==> src/hdl/gas_ram.sv <==
// ============================================================================
// gas_ram - generic single-port RAM
// One read or write per cycle, registered read data, no reset.
// ============================================================================
module gas_ram #(
    parameter int WIDTH = 8,
    parameter int DEPTH = 16
) (
    input  logic                     clk,
    input  logic                     we,
    input  logic [$clog2(DEPTH)-1:0] addr,
    input  logic [WIDTH-1:0]         wdata,
    output logic [WIDTH-1:0]         rdata
);

    logic [WIDTH-1:0] mem [DEPTH];

    always_ff @(posedge clk)
    begin
        if (we)
        begin
            mem[addr] <= wdata;
        end
        rdata <= mem[addr];
    end

endmodule

==> config.mk <==
export PLATFORM = sky130hd
export DESIGN_NAME = gas_ram
export DESIGN_NICKNAME = d
export VERILOG_FILES = /design/src/hdl/gas_ram.sv
export SDC_FILE = /design/constraint.sdc
export NUM_CORES = 1
export LEC_CHECK = 0
export BUFFER_PORTS_ARGS = -buffer_cell sky130_fd_sc_hd__buf_4
export CAP_MARGIN = 5
export CORE_UTILIZATION = 40
export DETAILED_ROUTE_END_ITERATION = 8
export MAX_ROUTING_LAYER = met4
export PLACE_DENSITY_LB_ADDON = 0.25
export SLEW_MARGIN = 20
export SYNTH_ARGS = -nofsm -noshare
export SYNTH_HDL_FRONTEND = slang
export SYNTH_SLANG_ARGS = --single-unit
==> constraint.sdc <==
create_clock -name clk -period 1.88 [get_ports clk]
set_input_delay 0.094 -clock clk [delete_from_list [all_inputs] [get_ports clk]]
set_output_delay 0.094 -clock clk [all_outputs]
set_load 0.02 [all_outputs]
Word-level counts from Yosys, hierarchy flattened
Memories as Yosys holds them, arrays and structs flattened. A register that Yosys moved wholly into a read port is not among the register bits.
Index checks and enable logic that the tools add are counted.
{"block": "word_totals", "ram_bits": 128, "elab_cells": 3, "regBits": 0, "out_inout_bits": 8, "mem_count": 1, "input_bits": 14}
{"memory": "mem", "words": 16, "width": 8, "rd": 1, "rd_clocked_by_memory_dff": 1, "wr": 1, "line_no": "16", "source": "logic [WIDTH-1:0] mem [DEPTH];"}
{"block": "op_classes", "mux": 2}
{"cell": "2-to-1 mux 1 bit", "count": 2}

Depth between registers and ports, before layout
{"block": "depth", "word_depth": 2, "ltp_mapped": 5, "mapped_depth_nobuf": 3}

Worst setup path before layout
No wires, ideal clock.
{"block": "synth_timing", "kind": "in2reg", "startpoint": "in addr[2]", "endpoint": "mem mem[0][0] (enable)", "path_stages": 2, "path_buffers": 0, "setup_ns": 0.383, "setup_slack_ns": 0.293, "arrival_time_ns": 1.204, "cell_sequence": "or3b_2 -> nor3_1"}
{"element": "start, declared", "line_no": "11", "source": "input logic [$clog2(DEPTH)-1:0] addr,"}
{"element": "end, declared", "line_no": "16"}
No word-level cell before the write port.

==> results.sh <==
export IMPL_maxSlewViolCount=0
export IMPL_layout_min_cycle_time_ns=1.399
export IMPL_drt_wl_total_mm=9.560
export IMPL_fp_dieH_um=114.6
export IMPL_viasPerCell=5.161
export IMPL_fin_nets=304
export IMPL_crit_chain="mux4_2, a22oi_1, nand2_1"
export IMPL_hpwlAfterDp_mm=6.073
export IMPL_rrSetupSlack_ns=0.48
export IMPL_crit_arrival_ns=1.67
export IMPL_yosys_warnings=0
export IMPL_synth_cell_area_mm2=0.005067
export IMPL_hold_viol=0
export IMPL_core_area_mm2=0.01216
export IMPL_path_delay_family="multiplexers"
export IMPL_layout_drive_gt1_share=0.3498
export IMPL_crit_path_top_delay_cell="mux4_2"
export IMPL_finalSetupTns_ns=0
export IMPL_antennaDiodeCount=0
export IMPL_cellPowerDensity_mw_per_mm2=1126
export IMPL_stdcell_count=471
export IMPL_n_fill_cell=954
export IMPL_row_count=40
export IMPL_die_w_um=114.6
export IMPL_fin_crit_sh=0.7440
export IMPL_cap_violations=0
export IMPL_synth_cell_types=18
export IMPL_cts_tree="built"
export IMPL_worstPathRequired_ns=2.15
export IMPL_postCtsSetupRepairBufs=0
export IMPL_reg2reg_depth=3
export IMPL_p_sw_frac=0.1985
export IMPL_critical_path_endpoint_type="register"
export IMPL_pre_cts_ws_ns=0.1544
export IMPL_final_setup_viol_count=0
export IMPL_p_leak_nw=2.069
export IMPL_clkPwrFrac=0.460
export IMPL_cts_buffers=17
export IMPL_area_growth_synth_to_final_pct=22.86
export IMPL_multi_input_area_mm2=0.001003
export IMPL_vias=2431
export IMPL_syn_inst=230
export IMPL_clock_latency_ns=0.41
export IMPL_grt_pass1_vias=2427
export IMPL_slew_headroom=0.3393
export IMPL_dp_cells=431
export IMPL_pwr_share_seq=0.487
export IMPL_grt_setup_unrepaired="false"
export IMPL_cts_sinks=136
export IMPL_clk_pin_slew_worst_paths_ns=0.05
export IMPL_critPathKind="register to register"
export IMPL_grt_ovfl_total=0
export IMPL_power_net_switching_w=0.001391
export IMPL_antenna_found_initial=0
export IMPL_synth_seq_cells=136
export IMPL_status="finished, final reports clean"
export IMPL_setup_ws_ns=0.4812
export IMPL_worst_slew_pin_slew_ns=0.9874
export IMPL_yosysSeqAreaShare=0.7901
export IMPL_cts_resized_gates=0
export IMPL_pin_count=22
export IMPL_power_frac_comb=0.053
export IMPL_holdPathStages=4
export IMPL_drt_initial_drc_count=245
export IMPL_peakVddDrop_mv=0.6497
export IMPL_cp_slowest_stage_delay_ns=0.47
export IMPL_fin_util=0.5119
export IMPL_initial_core_util=0.4167
export IMPL_fmax_mhz=714.9
export IMPL_p_int_w=0.005617
export IMPL_seq_area_mm2=0.004004
export IMPL_crit_fanout=1
export IMPL_track_usage=0.1698
export IMPL_drc=0
export IMPL_io_buffers=21
export IMPL_firstDrtPassIters=4
export IMPL_root_buffer="clkbuf_16"
export IMPL_cp_start_kind="register"
export IMPL_worst_path_stages=3
export IMPL_hold_path_class="input pin to register"
export IMPL_critPathBufInv=0
export IMPL_syn_area_per_cell_um2=22.03
export IMPL_grt_pass1_wl_mm=14.65
export IMPL_antenna_left=0
export IMPL_fin_skew_ns=0.004329
export IMPL_synth_nets=244
export IMPL_grt_start_max_net_pins=26
export IMPL_postCtsHoldBufs=8
export IMPL_cts_buffer_depth=2
export IMPL_cts_htree_levels=4
export IMPL_routedWlPerCell_um=20.30
export IMPL_whs_ns=0.2261
export IMPL_gp_congestion=0.7254
export IMPL_die_area_mm2=0.01312
==> cell families (layout without fill, tap and decap cells) <==
group | count (synthesis) | count (layout) | synth area share
flops | 136 | 136 | 0.7901
mux | 32 | 32 | 0.1422
buf+inv | 11 | 84 | 0.01185
compound gates | 16 | 16 | 0.02370
simple gates | 35 | 35 | 0.03210
==> cells in the mapped netlist <==
cell      instances  area (um^2)
nor3_1            4        20.02
clkbuf_1          2        7.510
nor2b_1           2        12.51
clkbuf_2          1        5.000
or3b_2            1        8.760
mux4_2           32        720.7
nand2_1           9        33.78
nand2b_1          2        12.51
nor2_1           13        48.80
and2_1            1        6.260
nand3b_1          2        15.01
buf_2             2        10.01
dfxtp_1           8        160.2
nand3_1           1        5.000
buf_6             2        22.52
buf_1             4        15.01
edfxtp_1        128         3844
a22oi_1          16        120.1
==> layout make-up <==
type / instances / area share
flip-flops and latches: 136 / 0.6431
multi-input cells: 83 / 0.1612
clock buffers: 17 / 0.06833
repair buffers: 52 / 0.06793
well taps: 168 / 0.03376
clock inverters: 15 / 0.02572
==> registers in the layout, indices dropped and copies added, names as in the netlist <==
name / count
mem: 128
rdata: 8
==> final timing paths <==
kind,start,to
max,mem[11][3],rdata[3]
min,addr[2],rdata[0]
max reg2reg,mem[11][3],rdata[3]
min reg2reg,mem[14][1],rdata[1]
==> power by group through the flow <==
stage	combinational, W	clock [W]	sequential [W]
6_report	0.000373	0.00322	0.00341
2_1_floorplan	0.000175	0	0.00349
5_1_grt	0.000404	0.00340	0.00342
4_1_cts	0.000381	0.00327	0.00341
3_5_place_dp	0.000367	0	0.00347
3_3_place_gp	0.000363	0	0.00347
==> routing by layer <==
metal / routed length [um] / part of all wire / global-route usage / vias to the layer above
li1: - / - / - / 1083
met1: 4130 / 0.43 / 0.2114 / 1262
met2: 4741 / 0.50 / 0.2602 / 70
met3: 490 / 0.051 / 0.04288 / 16
met4: 198 / 0.021 / 0.08398 / 0
met5: 0 / 0 / - / -
==> worst register-to-register path: cells and delay by family (launching register included) <==
kind / cells / cell delay (ns)
flops: 1 / 0.36
mux: 1 / 0.47
simple gates: 1 / 0.14
compound gates: 1 / 0.29
==> cells in the final DEF, fill, tap and decap left out <==
cell           instances
clkinvlp_4             4
and2_1                 1
nand3_1                1
a22oi_1               16
nand2b_1               2
buf_4                 43
clkbuf_16             17
dlygate4sd3_1          8
nand2_1                9
mux4_2                32
buf_12                 1
or3b_2                 1
dfxtp_1                8
edfxtp_1             128
nand3b_1               2
clkinv_2               4
nor2b_1                2
nor3_1                 4
clkinv_1               3
clkinv_4               1
nor2_1                13
bufinv_16              3
==> through the flow <==
stage / cell area, um^2 / total power (W)
3_5_place_dp: 5560 / 0.003840
3_3_place_gp: 5560 / 0.003834
2_1_floorplan: 5067 / 0.003668
5_1_grt: 6226 / 0.007215
6_report: 6226 / 0.007008
4_1_cts: 6226 / 0.007059
(Power assumes the default switching activity.)
